## src/hw/rtl/mssn_pkg.sv

```systemverilog
package mssn_pkg;

   localparam int DIGITS      = 4;
   localparam int NUMBER_W    = 14;
   localparam int SEG_W       = 7;
   localparam int DPLACE_W    = 2;
   localparam int PLACE_W     = (DIGITS > 1) ? $clog2(DIGITS) : 1;
   localparam int QUEUE_DEPTH = 2;
   localparam int QPTR_W      = (QUEUE_DEPTH > 1) ? $clog2(QUEUE_DEPTH) : 1;
   localparam int QCNT_W      = $clog2(QUEUE_DEPTH + 1);

   // divide by ten: q = (x * 52429) >> 19, exact for x below 43699
   localparam int RECIP_W     = 16;
   localparam int RECIP_SHIFT = 19;
   localparam int PROD_W      = NUMBER_W + RECIP_W;
   localparam logic [RECIP_W-1:0] RECIP_TEN = RECIP_W'(52429);

   localparam logic [PLACE_W-1:0] LAST_PLACE = PLACE_W'(DIGITS - 1);

   localparam logic CMD_SHOW  = 1'b0;
   localparam logic CMD_CLEAR = 1'b1;

   localparam logic [SEG_W-1:0] SEG_BLANK = '0;

   typedef struct packed {
      logic                blank;
      logic [NUMBER_W-1:0] number;
   } item_type;

   typedef struct packed {
      logic full;
      logic empty;
   } queue_status_type;

   function automatic logic [SEG_W-1:0] seg_of(input logic [3:0] digit);
      logic [SEG_W-1:0] seg;
      case (digit)
         4'd0:    seg = 7'b0111111;
         4'd1:    seg = 7'b0000110;
         4'd2:    seg = 7'b1011011;
         4'd3:    seg = 7'b1001111;
         4'd4:    seg = 7'b1100110;
         4'd5:    seg = 7'b1101101;
         4'd6:    seg = 7'b1111101;
         4'd7:    seg = 7'b0000111;
         4'd8:    seg = 7'b1111111;
         4'd9:    seg = 7'b1101111;
         default: seg = SEG_BLANK;
      endcase
      return seg;
   endfunction

endpackage

```

## src/hw/rtl/mssn_front.sv

```systemverilog
module mssn_front (
   input  logic                         clock,
   input  logic                         reset,
   input  logic                         start,
   output logic                         busy,
   input  logic                         req_cmd,
   input  logic [mssn_pkg::NUMBER_W-1:0] req_number,
   input  mssn_pkg::queue_status_type   qstat,
   output logic                         push,
   output mssn_pkg::item_type           push_item
);

   logic               stage_valid_ff, stage_valid_in;
   mssn_pkg::item_type stage_item_ff, stage_item_in;
   logic               accept;

   assign push      = stage_valid_ff && !qstat.full;
   assign busy      = stage_valid_ff && qstat.full;
   assign accept    = start && !busy;
   assign push_item = stage_item_ff;

   always_comb begin
      stage_valid_in = accept || (stage_valid_ff && !push);
      stage_item_in  = stage_item_ff;
      if (accept) begin
         stage_item_in.blank  = (req_cmd == mssn_pkg::CMD_CLEAR);
         stage_item_in.number = req_number;
      end
   end

   always_ff @(posedge clock) begin
      if (reset) begin
         stage_valid_ff <= 1'b0;
      end else begin
         stage_valid_ff <= stage_valid_in;
      end
      stage_item_ff <= stage_item_in;
   end

endmodule

```

## src/hw/rtl/mssn_queue.sv

```systemverilog
module mssn_queue (
   input  logic                       clock,
   input  logic                       reset,
   input  logic                       push,
   input  mssn_pkg::item_type         push_item,
   input  logic                       pop,
   output mssn_pkg::item_type         pop_item,
   output mssn_pkg::queue_status_type qstat
);

   mssn_pkg::item_type                entry_ff [mssn_pkg::QUEUE_DEPTH];
   logic [mssn_pkg::QPTR_W-1:0]       wr_ptr_ff, wr_ptr_in;
   logic [mssn_pkg::QPTR_W-1:0]       rd_ptr_ff, rd_ptr_in;
   logic [mssn_pkg::QCNT_W-1:0]       count_ff, count_in;

   assign qstat.full  = (count_ff == mssn_pkg::QCNT_W'(mssn_pkg::QUEUE_DEPTH));
   assign qstat.empty = (count_ff == '0);
   assign pop_item    = entry_ff[rd_ptr_ff];

   function automatic logic [mssn_pkg::QPTR_W-1:0] next_ptr(
      input logic [mssn_pkg::QPTR_W-1:0] ptr);
      logic [mssn_pkg::QPTR_W-1:0] nxt;
      if (ptr == mssn_pkg::QPTR_W'(mssn_pkg::QUEUE_DEPTH - 1)) begin
         nxt = '0;
      end else begin
         nxt = ptr + 1'b1;
      end
      return nxt;
   endfunction

   always_comb begin
      wr_ptr_in = push ? next_ptr(wr_ptr_ff) : wr_ptr_ff;
      rd_ptr_in = pop ? next_ptr(rd_ptr_ff) : rd_ptr_ff;
      count_in  = count_ff;
      if (push && !pop) begin
         count_in = count_ff + 1'b1;
      end else if (pop && !push) begin
         count_in = count_ff - 1'b1;
      end
   end

   always_ff @(posedge clock) begin
      if (reset) begin
         wr_ptr_ff <= '0;
         rd_ptr_ff <= '0;
         count_ff  <= '0;
      end else begin
         wr_ptr_ff <= wr_ptr_in;
         rd_ptr_ff <= rd_ptr_in;
         count_ff  <= count_in;
      end
      if (push) begin
         entry_ff[wr_ptr_ff] <= push_item;
      end
   end

endmodule

```

## src/hw/rtl/mssn_back.sv

```systemverilog
module mssn_back (
   input  logic                          clock,
   input  logic                          reset,
   input  mssn_pkg::queue_status_type    qstat,
   input  mssn_pkg::item_type            pop_item,
   output logic                          pop,
   output logic                          rsp_valid,
   output logic [mssn_pkg::SEG_W-1:0]    rsp_segments,
   output logic [mssn_pkg::DPLACE_W-1:0] rsp_digit_place,
   output logic                          rsp_last
);

   logic                            active_ff, active_in;
   logic [mssn_pkg::PLACE_W-1:0]    place_ff, place_in;
   logic [mssn_pkg::NUMBER_W-1:0]   rest_ff, rest_in;
   logic                            blank_ff, blank_in;

   logic                            rsp_valid_ff;
   logic [mssn_pkg::SEG_W-1:0]      rsp_seg_ff, rsp_seg_in;
   logic [mssn_pkg::DPLACE_W-1:0]   rsp_place_ff, rsp_place_in;
   logic                            rsp_last_ff, rsp_last_in;

   logic [mssn_pkg::PROD_W-1:0]     prod;
   logic [mssn_pkg::NUMBER_W-1:0]   quot;
   logic [mssn_pkg::NUMBER_W-1:0]   quot_x10;
   logic [3:0]                      digit;
   logic                            at_last;
   logic                            blank_now;

   always_comb begin
      prod      = mssn_pkg::PROD_W'(rest_ff) * mssn_pkg::PROD_W'(mssn_pkg::RECIP_TEN);
      quot      = mssn_pkg::NUMBER_W'(prod >> mssn_pkg::RECIP_SHIFT);
      quot_x10  = (quot << 3) + (quot << 1);
      digit     = 4'(rest_ff - quot_x10);
      at_last   = (place_ff == mssn_pkg::LAST_PLACE);
      blank_now = blank_ff || ((rest_ff == '0) && (place_ff != '0));
      pop       = !qstat.empty && (!active_ff || at_last);

      rsp_seg_in   = blank_now ? mssn_pkg::SEG_BLANK : mssn_pkg::seg_of(digit);
      rsp_place_in = mssn_pkg::DPLACE_W'(place_ff);
      rsp_last_in  = at_last;

      active_in = active_ff;
      place_in  = place_ff;
      rest_in   = rest_ff;
      blank_in  = blank_ff;
      if (pop) begin
         active_in = 1'b1;
         place_in  = '0;
         rest_in   = pop_item.number;
         blank_in  = pop_item.blank;
      end else if (active_ff) begin
         if (at_last) begin
            active_in = 1'b0;
         end else begin
            place_in = place_ff + 1'b1;
            rest_in  = quot;
         end
      end
   end

   always_ff @(posedge clock) begin
      if (reset) begin
         active_ff    <= 1'b0;
         rsp_valid_ff <= 1'b0;
      end else begin
         active_ff    <= active_in;
         rsp_valid_ff <= active_ff;
      end
      place_ff     <= place_in;
      rest_ff      <= rest_in;
      blank_ff     <= blank_in;
      rsp_seg_ff   <= rsp_seg_in;
      rsp_place_ff <= rsp_place_in;
      rsp_last_ff  <= rsp_last_in;
   end

   assign rsp_valid       = rsp_valid_ff;
   assign rsp_segments    = rsp_seg_ff;
   assign rsp_digit_place = rsp_place_ff;
   assign rsp_last        = rsp_last_ff;

endmodule

```

## src/hw/rtl/multiplexed_seven_segment_number_unit.sv

```systemverilog
// The first result strobes after the input stage, queue, sequencer and output
// register; the others follow on consecutive cycles, one per digit place.
// The back-end digit sequencer emits one place per cycle and pops the next
// request along with the last place; a 2-entry queue plus an input stage
// absorb bursts. Results cannot be stalled by the receiver.
// Reset (synchronous, active high) empties the input stage, queue and sequencer.
module multiplexed_seven_segment_number_unit (
   input  logic                          clock,
   input  logic                          reset,
   input  logic                          start,
   output logic                          busy,
   input  logic                          req_cmd,
   input  logic [mssn_pkg::NUMBER_W-1:0] req_number,
   output logic                          rsp_valid,
   output logic [mssn_pkg::SEG_W-1:0]    rsp_segments,
   output logic [mssn_pkg::DPLACE_W-1:0] rsp_digit_place,
   output logic                          rsp_last
);

   mssn_pkg::queue_status_type qstat;
   mssn_pkg::item_type         push_item;
   mssn_pkg::item_type         pop_item;
   logic                       push;
   logic                       pop;

   mssn_front u_front (
      .clock      (clock),
      .reset      (reset),
      .start      (start),
      .busy       (busy),
      .req_cmd    (req_cmd),
      .req_number (req_number),
      .qstat      (qstat),
      .push       (push),
      .push_item  (push_item)
   );

   mssn_queue u_queue (
      .clock     (clock),
      .reset     (reset),
      .push      (push),
      .push_item (push_item),
      .pop       (pop),
      .pop_item  (pop_item),
      .qstat     (qstat)
   );

   mssn_back u_back (
      .clock           (clock),
      .reset           (reset),
      .qstat           (qstat),
      .pop_item        (pop_item),
      .pop             (pop),
      .rsp_valid       (rsp_valid),
      .rsp_segments    (rsp_segments),
      .rsp_digit_place (rsp_digit_place),
      .rsp_last        (rsp_last)
   );

endmodule

```

## config.mk

```make
export PLATFORM = sky130hd
export DESIGN_NAME = multiplexed_seven_segment_number_unit
export DESIGN_NICKNAME = d
export VERILOG_FILES = /design/src/hw/rtl/mssn_pkg.sv /design/src/hw/rtl/mssn_front.sv /design/src/hw/rtl/mssn_queue.sv /design/src/hw/rtl/mssn_back.sv /design/src/hw/rtl/multiplexed_seven_segment_number_unit.sv
export SDC_FILE = /design/constraint.sdc
export NUM_CORES = 1
export LEC_CHECK = 0
export BUFFER_PORTS_ARGS = -buffer_cell sky130_fd_sc_hd__clkbuf_2
export CAP_MARGIN = 15
export CORE_ASPECT_RATIO = 0.5
export CORE_MARGIN = 8
export CORE_UTILIZATION = 60
export DETAILED_ROUTE_END_ITERATION = 8
export PLACE_DENSITY_LB_ADDON = 0.3
export SLEW_MARGIN = 20
export SYNTH_ARGS = -nofsm -noshare
export SYNTH_HDL_FRONTEND = slang
export SYNTH_HIERARCHICAL = 1
export SYNTH_SLANG_ARGS = --single-unit
```

## constraint.sdc

```tcl
create_clock -name clock -period 7.5 [get_ports clock]
set_input_delay 1.125 -clock clock [delete_from_list [all_inputs] [get_ports clock]]
set_output_delay 1.125 -clock clock [all_outputs]
set_load 0.01 [all_outputs]
```

# After elaboration in Yosys (flattened, before gate mapping)
# Memory sizes are Yosys's and may differ from the RTL's. A register that Yosys moved wholly into a read port is not among the register bits.
# Cells that the tools add are included.
# W data, S select, Z words.
[op_classes] addsub=7 mul=1 n_eq_ne=3 muxes=14 bitwise_logic=1 reduce_logical=24
[ops] cell="$mux W14" n=3
[ops] cell="$mul A14 B16 Y30 const B" n=1
[ops] cell="$logic_not A14 Y1" n=1
[ops] cell="$mux W1" n=9
[ops] cell="$logic_and A1 B1 Y1" n=8
[ops] cell="$logic_not A1 Y1" n=6
[ops] cell="$reduce_bool A2 Y1" n=3
[ops] cell="$add A2 B1 Y2 const B" n=2
[ops] cell="$add A4 B4 Y4" n=1
[ops] cell="$eq A2 B2 Y1 const B" n=2
[ops] cell="$mux W2" n=2
[ops] cell="$reduce_and A2 Y1" n=2
[ops] cell="$sub A4 B4 Y4" n=1
[ops] cell="$logic_or A1 B1 Y1" n=3
[ops] cell="$add A1 B1 Y1 const B" n=2
[ops] cell="$logic_not A2 Y1" n=1
[ops] cell="$ne A2 B2 Y1 const B" n=1
[ops] cell="$sub A2 B1 Y2 const B" n=1
[ops] cell="$not A1 Y1" n=1
[word_totals] regBits=42 mem_bits_rw=30 rom_bits=112 output_inout_bits=12 memories=2
[mem_list] name="(no name shown)" words=16 word_bits=7 read_ports=1 rd_clocked_by_memory_dff=1 wr=0 line_no="mssn_pkg.sv:37" rtl="case (digit)"
[mem_list] name="u_queue.entry_ff" words=2 word_bits=15 read_ports=1 rd_clocked_by_memory_dff=1 wr=1 line_no="mssn_queue.sv:11" rtl="mssn_pkg::item_type entry_ff [mssn_pkg::QUEUE_DEPTH];"

# Depth between registers and ports, before layout
# Gate-level depths: netlist of run 1.
[depth] word_depth=7 mapped_depth=29

# Modules after synthesis
# The synthesis of run 1 kept the hierarchy.
[modules_own_cells] module="mssn_back" instances=1 cells_per_inst=459 area_per_inst_um2=4680.7 seq_area_each_um2=730.7
[modules_own_cells] module="mssn_queue" instances=1 cells_per_inst=69 area_per_inst_um2=1290.0 seq_area_each_um2=1001.0
[modules_own_cells] module="mssn_front" instances=1 cells_per_inst=21 area_per_inst_um2=505.5 seq_area_each_um2=470.5

# Least setup slack after synthesis of run 1
# Ideal clock, no wire load.
[synth_timing] kind="reg2reg" from="reg u_back/rest_ff[6] in the netlist's numbering" to="reg u_back.rsp_seg_ff (netlist bit u_back/rsp_segments[0])" setup_time_ns=0.124 arrival_time_ns=6.297 t_required_ns=7.376 path_slack_ns=1.080 path_stages_with_launch=28 n_path_buf=0 synth_period_minus_slack_ns=6.420 cell_sequence="edfxtp_1 inv_1 ha_1 inv_1 fa_1 inv_1 fa_1 inv_1 fa_1 inv_1 fa_1 fa_1 ha_1 and3_1 a22oi_1 a21oi_1 o21a_1 nor2_1 xnor2_1 ha_1 nor3b_1 or2b_1 nor3b_1 a221oi_1 nand2_2 xnor2_4 mux2i_1 a21oi_1"
[synth_between] elab_chain_len=3 elab_cells_between_ends=6 classes_between="add/sub (2); mul (1); reduce/logical (3)"
[synth_lines] element="start: declaration" line_no="mssn_back.sv:15" rtl="logic [mssn_pkg::NUMBER_W-1:0] rest_ff, rest_in;"
[synth_lines] element="start signal: assignment" line_no="mssn_back.sv:71" rtl="rest_ff <= rest_in;"
[synth_lines] element="$mul A14 B16 Y30 or $logic_not A14 Y1 (tied branches)" line_no="mssn_back.sv:31, mssn_back.sv:36"
[synth_lines] element="$add A4 B4 Y4 or $logic_and A1 B1 Y1 (tied branches)" line_no="mssn_back.sv:33, mssn_back.sv:36"
[synth_lines] element="$sub A4 B4 Y4 or $logic_or A1 B1 Y1 (tied branches)" line_no="mssn_back.sv:34, mssn_back.sv:36"
[synth_lines] element="end: declaration" line_no="mssn_back.sv:19" rtl="logic [mssn_pkg::SEG_W-1:0] rsp_seg_ff, rsp_seg_in;"
# Several ways; a longest one is shown, not always the timed one.
# A chain may end at the register's enable or synchronous reset.

# Final worst setup path of run 1
[layout_timing] from="reg u_back/rest_ff[3] in the netlist's numbering" to="reg u_back.rsp_seg_ff (netlist bit u_back/rsp_segments[3])"
# Same word-level chain as after synthesis.

==> flow_summary.html, run 1 <==
<table>
<tr><th>Metric</th><th>Value</th></tr>
<tr><th colspan="2">Status</th></tr>
<tr><td>Status</td><td>finished, final reports clean</td></tr>
<tr><th colspan="2">Global route</th></tr>
<tr><td>Antenna violations before repair</td><td>0</td></tr>
<tr><td>Global-route usage over all layers</td><td>18.03%</td></tr>
<tr><td>Maximum number of pins on one net before global-route repair</td><td>26</td></tr>
<tr><td>Total global routing overflow</td><td>0</td></tr>
<tr><td>Vias in the first global route</td><td>between 4k and 5k</td></tr>
<tr><td>Global-route wire length before repair</td><td>roughly 20000 um</td></tr>
<tr><th colspan="2">Final layout</th></tr>
<tr><td>Growth of design area from synthesis to finish</td><td>10.07%</td></tr>
<tr><td>Final Instance Count excl. Fillers</td><td>around 730</td></tr>
<tr><td>Total number of nets in the final design</td><td>779</td></tr>
<tr><td>Share of layout cells above drive strength 1</td><td>a little over an eighth</td></tr>
<tr><td>Antenna cells</td><td>0</td></tr>
<tr><th colspan="2">Worst setup path</th></tr>
<tr><td>Longest individual stage delay on the worst path</td><td>between 0.5 and 0.6 ns</td></tr>
<tr><td>End point of the critical path</td><td>u_back/rsp_segments[3]</td></tr>
<tr><td>Worst-case reg-to-reg path depth</td><td>29</td></tr>
<tr><td>Most prevalent standard cell on the critical path</td><td>inv_1</td></tr>
<tr><td>Destination of the worst register-to-register timing path</td><td>u_back/rsp_segments[3]</td></tr>
<tr><td>CP max stage cell</td><td>fa_1</td></tr>
<tr><td>R2r startpoint</td><td>u_back/rest_ff[3]</td></tr>
<tr><td>Required time of the worst setup path</td><td>around 7.7 ns</td></tr>
<tr><td>Type of element launching the critical path</td><td>flop</td></tr>
<tr><td>Kind of critical path</td><td>reg2reg</td></tr>
<tr><td>Start point of the critical path</td><td>u_back/rest_ff[3]</td></tr>
<tr><td>Arrival time reported for the critical path endpoint</td><td>around 7.3 ns</td></tr>
<tr><td>Worst reg-to-reg setup slack</td><td>approximately 0.41 ns</td></tr>
<tr><td>Worst-path maximum fanout</td><td>10</td></tr>
<tr><td>Critical path capture point type</td><td>flop</td></tr>
<tr><th colspan="2">Floorplanning</th></tr>
<tr><td>Die Area</td><td>around 15000 um^2</td></tr>
<tr><td>Chip Height</td><td>between 80 and 90 um</td></tr>
<tr><td>Die boundary width</td><td>~160 um</td></tr>
<tr><td>Number of placement rows</td><td>26</td></tr>
<tr><td>Initial core utilization</td><td>62.60%</td></tr>
<tr><td>Number of I/O pins</td><td>30</td></tr>
<tr><td>Core footprint</td><td>10340 um^2</td></tr>
<tr><th colspan="2">Clock tree</th></tr>
<tr><td>Buffer levels on the longest clock path</td><td>2</td></tr>
<tr><td>CTS sink count</td><td>80</td></tr>
<tr><td>Post-CTS setup-driven buffer insertion count</td><td>0</td></tr>
<tr><td>Worst skew pair latency</td><td>~0.34 ns</td></tr>
<tr><td>H-tree levels</td><td>3</td></tr>
<tr><td>Count of hold-fix buffers inserted at cts</td><td>0</td></tr>
<tr><td>Buffer type at the clock tree root</td><td>clkbuf_16</td></tr>
<tr><td>Number of gates resized after cts</td><td>0</td></tr>
<tr><td>CTS tree</td><td>done</td></tr>
<tr><td>Clock slew seen by the registers of the worst setup and hold paths</td><td>roughly 0.060 ns</td></tr>
<tr><td>TritonCTS buffer count</td><td>9</td></tr>
<tr><th colspan="2">Flow run</th></tr>
<tr><td>Max Cap Violations</td><td>0</td></tr>
<tr><th colspan="2">Synthesis</th></tr>
<tr><td>Distinct cells, synth</td><td>roughly 50</td></tr>
<tr><td>Total standard cell area after synthesis</td><td>around 6500 um^2</td></tr>
<tr><td>Number of flops mapped to enable cells by yosys</td><td>60</td></tr>
<tr><td>Average cell area after synthesis</td><td>roughly 12 um^2</td></tr>
<tr><td>Largest cells by area after synthesis</td><td>edfxtp_1, ha_1, fa_1</td></tr>
<tr><td>Yosys warning count</td><td>6</td></tr>
<tr><td>Proportion of synthesized flip-flops having asynchronous set or reset</td><td>0%</td></tr>
<tr><td>Share of Yosys cell area claimed by the top area cell type</td><td>approximately 28%</td></tr>
<tr><td>Number of synthesized register bits</td><td>80</td></tr>
<tr><td>Top flip-flop cell by instance count after synthesis</td><td>edfxtp_1</td></tr>
<tr><td>Post-synth top area cell</td><td>edfxtp_1</td></tr>
<tr><td>Cell count after synthesis</td><td>around 550</td></tr>
<tr><td>Seq/Total Area, Yosys</td><td>between 30% and 40%</td></tr>
<tr><td>Synthesized net count</td><td>about 740</td></tr>
<tr><th colspan="2">Routing</th></tr>
<tr><td>DRC violations left</td><td>0</td></tr>
<tr><td>Overall via count from detail_route</td><td>between 4k and 5k</td></tr>
<tr><td>Total wirelength of the detailed-routed design</td><td>roughly 12000 um</td></tr>
<tr><td>Antenna-violating nets left</td><td>0</td></tr>
<tr><td>Vias/cell</td><td>between 5 and 6</td></tr>
<tr><td>Initial DRT Pass Iterations</td><td>5</td></tr>
<tr><td>Routed len/inst</td><td>around 17 um</td></tr>
<tr><td>Number of DRC violations after detailed-routing iteration 0</td><td>around 250</td></tr>
<tr><th colspan="2">Timing</th></tr>
<tr><td>Time the final worst path needs with I/O delays and setup</td><td>7.091 ns</td></tr>
<tr><td>Final count of pins violating max slew</td><td>0</td></tr>
<tr><td>Clk_skew</td><td>around 0.014 ns</td></tr>
<tr><td>Worst slew pin tran</td><td>0.7145 ns</td></tr>
<tr><td>Highest clock rate</td><td>roughly 140 MHz</td></tr>
<tr><td>Crit share post-route</td><td>a little over nine tenths</td></tr>
<tr><td>Final hold viol count</td><td>0</td></tr>
<tr><td>Normalized max-slew margin</td><td>between 50 and 60%</td></tr>
<tr><td>Setup violations, final</td><td>0</td></tr>
<tr><th colspan="2">Placed design</th></tr>
<tr><td>Number of instances in the placed design</td><td>a little over 700</td></tr>
<tr><td>Half-perimeter wire length of the detailed placement result</td><td>9815 um</td></tr>
<tr><td>I/O Buffers</td><td>29</td></tr>
<tr><td>Gpl congestion</td><td>a little over 0.9</td></tr>
<tr><th colspan="2">Min path</th></tr>
<tr><td>Instance count along the most critical hold path</td><td>0</td></tr>
<tr><td>Class of the tightest hold or removal check</td><td>reg2reg</td></tr>
</table>
worst min path at each step:
stage | start | slack, ns | to
3_3_place_gp | u_back/place_ff[1] | 0.39 | u_back/rsp_digit_place[1]
4_1_cts | u_back/place_ff[1] | 0.40 | u_back/rsp_digit_place[1]
3_5_place_dp | u_back/place_ff[1] | 0.39 | u_back/rsp_digit_place[1]
5_1_grt | u_back/place_ff[1] | 0.42 | u_back/rsp_digit_place[1]
6_report | u_back/place_ff[1] | 0.40 | u_back/rsp_digit_place[1]
2_1_floorplan | u_back/place_ff[1] | 0.37 | u_back/rsp_digit_place[1]
per-layer routing:
metal	vias to the layer above	GRT usage (%)	routed length [um]
met5	-	0	0
met4	0	6.446	198
met3	20	2.987	580
met2	94	29.55	5374
met1	1963	24.04	5989
li1	1945	-	-
stage by stage:
step           cell area (um^2)  util, %  hold WS [ns]   TNS [ns]  worst slack [ns]
2_1_floorplan              6476        -        0.3676          0             1.080
3_3_place_gp               6792    65.65        0.3869          0            0.5682
3_5_place_dp               6792    65.65        0.3877          0            0.3409
4_1_cts                    7123    68.86        0.3957          0            0.3430
5_1_grt                    7128    68.90        0.4229  -0.002927         -0.002927
6_report                   7128    68.90        0.4010          0            0.4087
sequential cells by signal, indices dropped and copies added, names as in the netlist, named ones only:
signal / flops
u_queue/rd_ptr_ff: 1
u_front/push_item: 15
u_back/rsp_valid: 1
u_back/rsp_segments: 7
u_queue/count_ff: 2
u_back/rsp_last: 1
u_back/blank_ff: 1
u_back/active_ff: 1
u_queue/entry_ff: 30
u_back/rest_ff: 14
u_front/stage_valid_ff: 1
u_back/rsp_digit_place: 2
u_queue/wr_ptr_ff: 1
u_back/place_ff: 2
kinds of logic after synthesis:
family,count (synthesis),synth area share [%]
adders and majority gates,174,39.88
buffers and inverters,104,6.105
and+or+nand+nor,86,6.665
DFF,80,34.00
AOI/OAI and AO/OA,62,6.318
xor gates and xnor gates,24,3.767
muxes,19,3.265
Yosys cell counts, types with 3 or more instances:
cell,n
ha_1,120
inv_1,100
edfxtp_1,60
fa_1,54
nand2_1,23
dfxtp_1,20
nor2_1,20
mux2_2,17
a21oi_1,16
o21ai_0,16
xnor2_1,15
nand3_1,7
xor2_1,7
and2_1,6
nand4_1,5
nor3_1,5
a211oi_1,4
a21o_1,4
a22oi_1,3
nor2b_1,3
o21a_1,3
cell usage in the layout (no fill, tap or decap), types with 2 or more instances in the layout:
| master | count |
|---|---|
| nand4_1 | 5 |
| nor3_1 | 5 |
| nand2b_1 | 2 |
| o2111ai_1 | 2 |
| o21ai_0 | 16 |
| and3_1 | 2 |
| mux2_2 | 17 |
| nor2b_1 | 3 |
| o211ai_1 | 2 |
| a211oi_1 | 4 |
| inv_1 | 100 |
| xor2_1 | 7 |
| a22oi_1 | 3 |
| mux2i_1 | 2 |
| xnor2_1 | 15 |
| or2_2 | 2 |
| bufinv_16 | 2 |
| a21oi_1 | 16 |
| o21a_1 | 3 |
| dfxtp_1 | 20 |
| inv_6 | 4 |
| and2_1 | 6 |
| ha_1 | 120 |
| nand2_1 | 23 |
| nor2_1 | 20 |
| clkbuf_16 | 9 |
| fa_1 | 54 |
| nand3_1 | 7 |
| edfxtp_1 | 60 |
| clkbuf_2 | 29 |
| and2b_2 | 2 |
| buf_4 | 2 |
| a21o_1 | 4 |
| o21ai_1 | 2 |
| nand2_2 | 2 |
cell type report:
class,instances,area [um^2]
clock buffer,9,225.2
clock inverter,7,106.4
fill,758,3217
inverter,100,375.4
multi-input combinational,365,3884
sequential,80,2202
tap,140,175.2
timing repair buffer,31,160.2
worst max-delay path: cells and delay by family (launching register included):
family                     cells  cell delay [ns]
muxes                          1             0.26
xor gates and xnor gates       2             0.42
adders and majority gates      8             3.34
and+or+nand+nor                5             0.76
buffers and inverters          6             0.39
DFF                            1             0.50
AOI/OAI and AO/OA              7             1.31
Power of run 1 is not shown: default switching activity piles up to over one toggle a cycle in this logic, so the estimate is an artifact.
==> run 2: changes to the inputs <==
Settings changed: CORE_UTILIZATION 60 to 55, GPL_TIMING_DRIVEN from default to 0.
==> flow_summary.html, run 2 (synthesized netlist as in run 1, its figures left out) <==
<table>
<tr><th>Metric</th><th>Value</th></tr>
<tr><th colspan="2">Worst setup path</th></tr>
<tr><td>Type of element launching the critical path</td><td>flop</td></tr>
<tr><td>Critical path capture point type</td><td>flop</td></tr>
<tr><td>Worst reg-to-reg setup slack</td><td>about 0.45 ns</td></tr>
<tr><td>Arrival time reported for the critical path endpoint</td><td>7.26 ns</td></tr>
<tr><td>Required time of the worst setup path</td><td>7.71 ns</td></tr>
<tr><td>Longest individual stage delay on the worst path</td><td>around 0.6 ns</td></tr>
<tr><td>CP max stage cell</td><td>fa_1</td></tr>
<tr><td>Worst-path maximum fanout</td><td>7</td></tr>
<tr><td>Crit-path leading delay family</td><td>adder cells</td></tr>
<tr><td>Kind of critical path</td><td>reg2reg</td></tr>
<tr><td>Count of buffer and inverter cells on the critical path</td><td>5</td></tr>
<tr><th colspan="2">Timing</th></tr>
<tr><td>Unrepaired setup endpoints after global routing</td><td>no</td></tr>
<tr><td>Final hold viol count</td><td>0</td></tr>
<tr><td>Hold Worst Slack</td><td>slightly below 0.4 ns</td></tr>
<tr><td>Setup violations, final</td><td>0</td></tr>
<tr><td>Highest clock rate</td><td>between 100 and 150 MHz</td></tr>
<tr><td>Worst slew pin tran</td><td>around 0.77 ns</td></tr>
<tr><td>Crit share post-route</td><td>between 90% and 100%</td></tr>
<tr><td>Final count of pins violating max slew</td><td>0</td></tr>
<tr><td>Aggregate negative setup slack</td><td>0 ns</td></tr>
<tr><td>Time the final worst path needs with I/O delays and setup</td><td>slightly above 7 ns</td></tr>
<tr><td>Normalized max-slew margin</td><td>48.50%</td></tr>
<tr><td>Clk_skew</td><td>about 0.0053 ns</td></tr>
<tr><th colspan="2">Clock tree</th></tr>
<tr><td>Clock slew seen by the registers of the worst setup and hold paths</td><td>~0.06 ns</td></tr>
<tr><td>Buffer type at the clock tree root</td><td>clkbuf_16</td></tr>
<tr><td>H-tree levels</td><td>3</td></tr>
<tr><td>Count of hold-fix buffers inserted at cts</td><td>0</td></tr>
<tr><td>TritonCTS buffer count</td><td>9</td></tr>
<tr><td>CTS sink count</td><td>80</td></tr>
<tr><td>CTS tree</td><td>done</td></tr>
<tr><td>Buffer levels on the longest clock path</td><td>2</td></tr>
<tr><td>Worst skew pair latency</td><td>0.33 ns</td></tr>
<tr><th colspan="2">Routing</th></tr>
<tr><td>Antenna-violating nets left</td><td>0</td></tr>
<tr><td>Routed len/inst</td><td>14.93 um</td></tr>
<tr><td>Overall via count from detail_route</td><td>a little under 4k</td></tr>
<tr><td>DRC violations left</td><td>0</td></tr>
<tr><td>Number of DRC violations after detailed-routing iteration 0</td><td>~160</td></tr>
<tr><td>Total wirelength of the detailed-routed design</td><td>~11000 um</td></tr>
<tr><td>Vias/cell</td><td>5.164</td></tr>
<tr><td>Initial DRT Pass Iterations</td><td>4</td></tr>
<tr><th colspan="2">Final layout</th></tr>
<tr><td>Final core occ</td><td>about three fifths</td></tr>
<tr><td>Fill cell total of the finished layout</td><td>slightly above 900</td></tr>
<tr><td>Total number of nets in the final design</td><td>785</td></tr>
<tr><td>Growth of design area from synthesis to finish</td><td>10.53%</td></tr>
<tr><td>Share of layout cells above drive strength 1</td><td>between 10% and 20%</td></tr>
<tr><td>Reg with most FFs</td><td>u_queue/entry_ff</td></tr>
<tr><td>Most frequent standard cell in the layout excluding fill and tap cells</td><td>ha_1</td></tr>
<tr><td>Antenna cells</td><td>0</td></tr>
<tr><td>Commonest cells after routing, fill and taps aside</td><td>ha_1, inv_1, edfxtp_1</td></tr>
<tr><td>Largest register FFs</td><td>30</td></tr>
<tr><td>Final Instance Count excl. Fillers</td><td>between 700 and 800</td></tr>
<tr><th colspan="2">Floorplanning</th></tr>
<tr><td>Initial core utilization</td><td>between 50% and 60%</td></tr>
<tr><td>Die boundary width</td><td>around 170 um</td></tr>
<tr><td>Die Area</td><td>15710 um^2</td></tr>
<tr><td>Number of I/O pins</td><td>30</td></tr>
<tr><td>Chip Height</td><td>between 90 and 100 um</td></tr>
<tr><td>Core footprint</td><td>approximately 12000 um^2</td></tr>
<tr><td>Number of placement rows</td><td>28</td></tr>
<tr><th colspan="2">Placed design</th></tr>
<tr><td>Half-perimeter wire length of the detailed placement result</td><td>roughly 9500 um</td></tr>
<tr><td>Number of instances in the placed design</td><td>about 740</td></tr>
<tr><td>I/O Buffers</td><td>29</td></tr>
<tr><td>Gpl congestion</td><td>0.8588</td></tr>
<tr><th colspan="2">Global route</th></tr>
<tr><td>Global-route wire length before repair</td><td>~20000 um</td></tr>
<tr><td>Total global routing overflow</td><td>0</td></tr>
<tr><td>Global-route usage over all layers</td><td>15.54%</td></tr>
<tr><td>Vias in the first global route</td><td>between 4k and 5k</td></tr>
<tr><td>Maximum number of pins on one net before global-route repair</td><td>16</td></tr>
<tr><td>Antenna violations before repair</td><td>0</td></tr>
<tr><th colspan="2">Status</th></tr>
<tr><td>Status</td><td>finished, final reports clean</td></tr>
<tr><th colspan="2">Min path</th></tr>
<tr><td>Class of the tightest hold or removal check</td><td>reg2reg</td></tr>
<tr><th colspan="2">Flow run</th></tr>
<tr><td>Max Cap Violations</td><td>0</td></tr>
</table>
==> run 2: cell types whose count changed in the layout (fill, tap and decap cells not counted), sizes merged <==
cell	delta
inv	-5
bufinv	-2
clkbuf	+8
clkinv	+1
buf	+4
==> run 2: timing repair <==
action | in CTS | in global routing
endpoints found under the setup margin | 0 | 7
buffers inserted | 0 | 4
gates resized for setup | 0 | 2
==> run 2: layer usage <==
metal  wire, um  global-route usage [%]  vias up
met5          0                       0        -
met4        217                   5.340        0
li1           -                       -     1955
met1       5745                   20.71     1896
met2       5085                   25.73       74
met3        345                   2.292       15
==> run 2: path summary, 6_finish.rpt <==
| kind | start | endpoint | cells past startpoint |
|---|---|---|---|
| max | u_back/rest_ff[8] | u_back/rsp_segments[0] | 26 |
| min | u_back/place_ff[1] | u_back/rsp_digit_place[1] | 0 |
| max reg2reg | u_back/rest_ff[8] | u_back/rsp_segments[0] | 26 |
| min reg2reg | u_back/place_ff[1] | u_back/rsp_digit_place[1] | 0 |
==> run 2: metrics by stage <==
stage                     instance area (um^2)  setup slack [ns]
after CTS                                 7118            0.2106
after floorplan                           6476             1.080
after detailed placement                  6830            0.2291
after global routing                      7158           0.02510
final                                     7158            0.4456
after global placement                    6828            0.3272
==> run 2: area by class of cell <==
cell class	instances	area, um^2	share of cell area [%]
Clock buffer	15	279.0	3.898
Multi-Input combinational cell	365	3891	54.36
Inverter	100	375.4	5.244
Buffer	4	20.02	0.2797
Tap cell	165	206.4	2.884
Sequential cell	80	2202	30.76
Timing Repair Buffer	33	175.2	2.447
Clock inverter	1	8.758	0.1224
==> run 2: worst reg2reg max path, cell delays in order, from the launching register on <==
cell and delay, ns:
edfxtp_1 0.51, inv_1 0.14, ha_1 0.33, inv_1 0.06, fa_1 0.60, fa_1 0.49
fa_1 0.55, inv_1 0.05, fa_1 0.49, inv_1 0.05, fa_1 0.50, inv_1 0.04
ha_1 0.31, o2111ai_1 0.27, a21oi_1 0.11, o21a_1 0.25, nor2_1 0.13, xnor2_1 0.13
ha_1 0.38, nor3b_2 0.24, or2b_1 0.16, nor3b_1 0.05, a221oi_1 0.27, nand2_2 0.17
xnor2_4 0.25, mux2i_1 0.30, a21oi_1 0.09
Power of run 2 is left out for the same reason.
==> run 3: changes to the inputs <==
Settings changed: ABC_CLOCK_PERIOD_IN_PS from default to 7800, MAX_ROUTING_LAYER from default to met4.
Clock period 7.5 ns to 7.8 ns, I/O delays scaled along.
==> flow_summary.html, run 3 (synthesized netlist as in run 1, its figures left out) <==
<table>
<tr><th>Metric</th><th>Value</th></tr>
<tr><th colspan="2">Timing</th></tr>
<tr><td>Final hold viol count</td><td>0</td></tr>
<tr><td>Normalized max-slew margin</td><td>between 40% and 50%</td></tr>
<tr><td>Time the final worst path needs with I/O delays and setup</td><td>~7.3 ns</td></tr>
<tr><td>Hold Worst Slack</td><td>a little under 0.4 ns</td></tr>
<tr><td>Crit share post-route</td><td>roughly 94%</td></tr>
<tr><td>Unrepaired setup endpoints after global routing</td><td>no</td></tr>
<tr><td>Setup violations, final</td><td>0</td></tr>
<tr><td>Final count of pins violating max slew</td><td>0</td></tr>
<tr><td>Clk_skew</td><td>around 0.0059 ns</td></tr>
<tr><td>Aggregate negative setup slack</td><td>0 ns</td></tr>
<tr><td>Highest clock rate</td><td>around 140 MHz</td></tr>
<tr><td>Worst slew pin tran</td><td>approximately 0.77 ns</td></tr>
<tr><th colspan="2">Final layout</th></tr>
<tr><td>Fill cell total of the finished layout</td><td>between 900 and 1k</td></tr>
<tr><td>Growth of design area from synthesis to finish</td><td>9.911%</td></tr>
<tr><td>Commonest cells after routing, fill and taps aside</td><td>ha_1, inv_1, edfxtp_1</td></tr>
<tr><td>Most frequent standard cell in the layout excluding fill and tap cells</td><td>ha_1</td></tr>
<tr><td>Total number of nets in the final design</td><td>just under 800</td></tr>
<tr><td>Largest register FFs</td><td>30</td></tr>
<tr><td>Reg with most FFs</td><td>u_queue/entry_ff</td></tr>
<tr><td>Antenna cells</td><td>0</td></tr>
<tr><td>Share of layout cells above drive strength 1</td><td>12.63%</td></tr>
<tr><th colspan="2">Clock tree</th></tr>
<tr><td>Worst skew pair latency</td><td>0.32 ns</td></tr>
<tr><td>CTS sink count</td><td>80</td></tr>
<tr><td>Buffer type at the clock tree root</td><td>clkbuf_16</td></tr>
<tr><td>H-tree levels</td><td>3</td></tr>
<tr><td>Post-CTS setup-driven buffer insertion count</td><td>0</td></tr>
<tr><td>Number of gates resized after cts</td><td>0</td></tr>
<tr><td>TritonCTS buffer count</td><td>9</td></tr>
<tr><td>Clock slew seen by the registers of the worst setup and hold paths</td><td>0.06 ns</td></tr>
<tr><td>Buffer levels on the longest clock path</td><td>2</td></tr>
<tr><td>Count of hold-fix buffers inserted at cts</td><td>0</td></tr>
<tr><td>CTS tree</td><td>done</td></tr>
<tr><th colspan="2">Status</th></tr>
<tr><td>Status</td><td>finished, final reports clean</td></tr>
<tr><th colspan="2">Global route</th></tr>
<tr><td>Global-route usage over all layers</td><td>16.01%</td></tr>
<tr><td>Global-route wire length before repair</td><td>19460 um</td></tr>
<tr><td>Vias in the first global route</td><td>between 4k and 5k</td></tr>
<tr><td>Maximum number of pins on one net before global-route repair</td><td>16</td></tr>
<tr><td>Antenna violations before repair</td><td>0</td></tr>
<tr><td>Total global routing overflow</td><td>0</td></tr>
<tr><th colspan="2">Floorplanning</th></tr>
<tr><td>Core footprint</td><td>around 12000 um^2</td></tr>
<tr><td>Number of placement rows</td><td>28</td></tr>
<tr><td>Die boundary width</td><td>between 150 and 200 um</td></tr>
<tr><td>Chip Height</td><td>a little over 90 um</td></tr>
<tr><td>Die Area</td><td>roughly 16000 um^2</td></tr>
<tr><td>Number of I/O pins</td><td>30</td></tr>
<tr><td>Initial core utilization</td><td>55.51%</td></tr>
<tr><th colspan="2">Worst setup path</th></tr>
<tr><td>R2r startpoint</td><td>u_back/rest_ff[6]</td></tr>
<tr><td>Number of logic stages on the critical path including buffering</td><td>27</td></tr>
<tr><td>Count of buffer and inverter cells on the critical path</td><td>5</td></tr>
<tr><td>Required time of the worst setup path</td><td>around 8.0 ns</td></tr>
<tr><td>Destination of the worst register-to-register timing path</td><td>u_back/rsp_segments[0]</td></tr>
<tr><td>Arrival time reported for the critical path endpoint</td><td>7.50 ns</td></tr>
<tr><td>Type of element launching the critical path</td><td>flop</td></tr>
<tr><td>Longest individual stage delay on the worst path</td><td>~0.53 ns</td></tr>
<tr><td>CP max stage cell</td><td>fa_1</td></tr>
<tr><td>Worst-case reg-to-reg path depth</td><td>27</td></tr>
<tr><td>Crit-path leading delay family</td><td>adder cells</td></tr>
<tr><td>Kind of critical path</td><td>reg2reg</td></tr>
<tr><td>Worst reg-to-reg setup slack</td><td>~0.51 ns</td></tr>
<tr><td>Worst-path maximum fanout</td><td>10</td></tr>
<tr><td>Critical path capture point type</td><td>flop</td></tr>
<tr><th colspan="2">Placed design</th></tr>
<tr><td>I/O Buffers</td><td>29</td></tr>
<tr><td>Gpl congestion</td><td>slightly below 0.9</td></tr>
<tr><td>Half-perimeter wire length of the detailed placement result</td><td>between 9000 and 10000 um</td></tr>
<tr><th colspan="2">Routing</th></tr>
<tr><td>Overall via count from detail_route</td><td>between 3k and 4k</td></tr>
<tr><td>Antenna-violating nets left</td><td>0</td></tr>
<tr><td>Vias/cell</td><td>~5.2</td></tr>
<tr><td>Routed len/inst</td><td>14.88 um</td></tr>
<tr><td>Number of DRC violations after detailed-routing iteration 0</td><td>about 180</td></tr>
<tr><td>Initial DRT Pass Iterations</td><td>5</td></tr>
<tr><td>Met1 wire length</td><td>between 5000 and 6000 um</td></tr>
<tr><td>Highest routed layer</td><td>met4</td></tr>
<tr><td>Routed met2 length</td><td>roughly 5000 um</td></tr>
<tr><td>Total wirelength of the detailed-routed design</td><td>11300 um</td></tr>
<tr><td>Met3 layer wire length in the routed design</td><td>around 390 um</td></tr>
<tr><td>DRC violations left</td><td>0</td></tr>
<tr><th colspan="2">Flow run</th></tr>
<tr><td>Max Cap Violations</td><td>0</td></tr>
<tr><th colspan="2">Min path</th></tr>
<tr><td>Worst hold path startpoint</td><td>u_back/place_ff[1]</td></tr>
<tr><td>Endpoint, Worst Hold</td><td>u_back/rsp_digit_place[1]</td></tr>
<tr><td>Instance count along the most critical hold path</td><td>0</td></tr>
<tr><td>Class of the tightest hold or removal check</td><td>reg2reg</td></tr>
</table>
## run 3: changes by cell type in the layout (fill, tap and decap cells not counted)
cell and delta:
buf_4 -4, a22oi_1 +1, a22oi_2 -1, nor3b_2 -1
nor3b_1 +1
## run 3: how the worst max path moves through the flow
stage                           start                endpoint  slack (ns)
floorplan           u_back/rest_ff[6]  u_back/rsp_segments[0]        1.38
global placement    u_back/rest_ff[6]  u_back/rsp_segments[0]        0.63
detailed placement  u_back/rest_ff[6]  u_back/rsp_segments[3]        0.53
CTS                 u_back/rest_ff[6]  u_back/rsp_segments[0]        0.51
global route        u_back/rest_ff[6]  u_back/rsp_segments[0]        0.04
finish              u_back/rest_ff[6]  u_back/rsp_segments[0]        0.51
## run 3: layout make-up
| cell class | instances | area, um^2 | share of cell area (%) |
|---|---|---|---|
| flip-flops and latches | 80 | 2202 | 30.94 |
| inverters | 100 | 375.4 | 5.273 |
| multi-input cells | 365 | 3881 | 54.53 |
| clock buffers | 15 | 279.0 | 3.920 |
| clock inverters | 1 | 8.758 | 0.1230 |
| repair buffers | 29 | 145.1 | 2.039 |
| well taps | 165 | 206.4 | 2.900 |
| plain buffers | 4 | 20.02 | 0.2812 |
## run 3: worst register-to-register path, delay by kind of cell (launching register included)
| kind | cells | cell delay [ns] |
|---|---|---|
| AOI/OAI and AO/OA | 5 | 1.06 |
| muxes | 1 | 0.31 |
| adders and majority gates | 8 | 3.49 |
| and+or+nand+nor | 6 | 1.01 |
| xor gates and xnor gates | 2 | 0.45 |
| buffers and inverters | 5 | 0.36 |
| DFF | 1 | 0.50 |
## run 3: through the flow
step / util, % / setup WS [ns] / cell area (um^2) / cells
after global placement: 58.53 / 0.6272 / 6828 / 743
after floorplan: - / 1.380 / 6476 / 549
after global routing: 61.01 / 0.04226 / 7118 / 759
after CTS: 61.01 / 0.5106 / 7118 / 759
after detailed placement: 58.55 / 0.5291 / 6830 / 743
final: 61.01 / 0.5051 / 7118 / 759
## run 3: routing by layer
metal,track usage [%],up-vias
met4,5.340,0
met1,20.79,1902
li1,-,1947
met3,2.037,11
met5,-,-
met2,25.80,68
Power of run 3 is left out for the same reason.
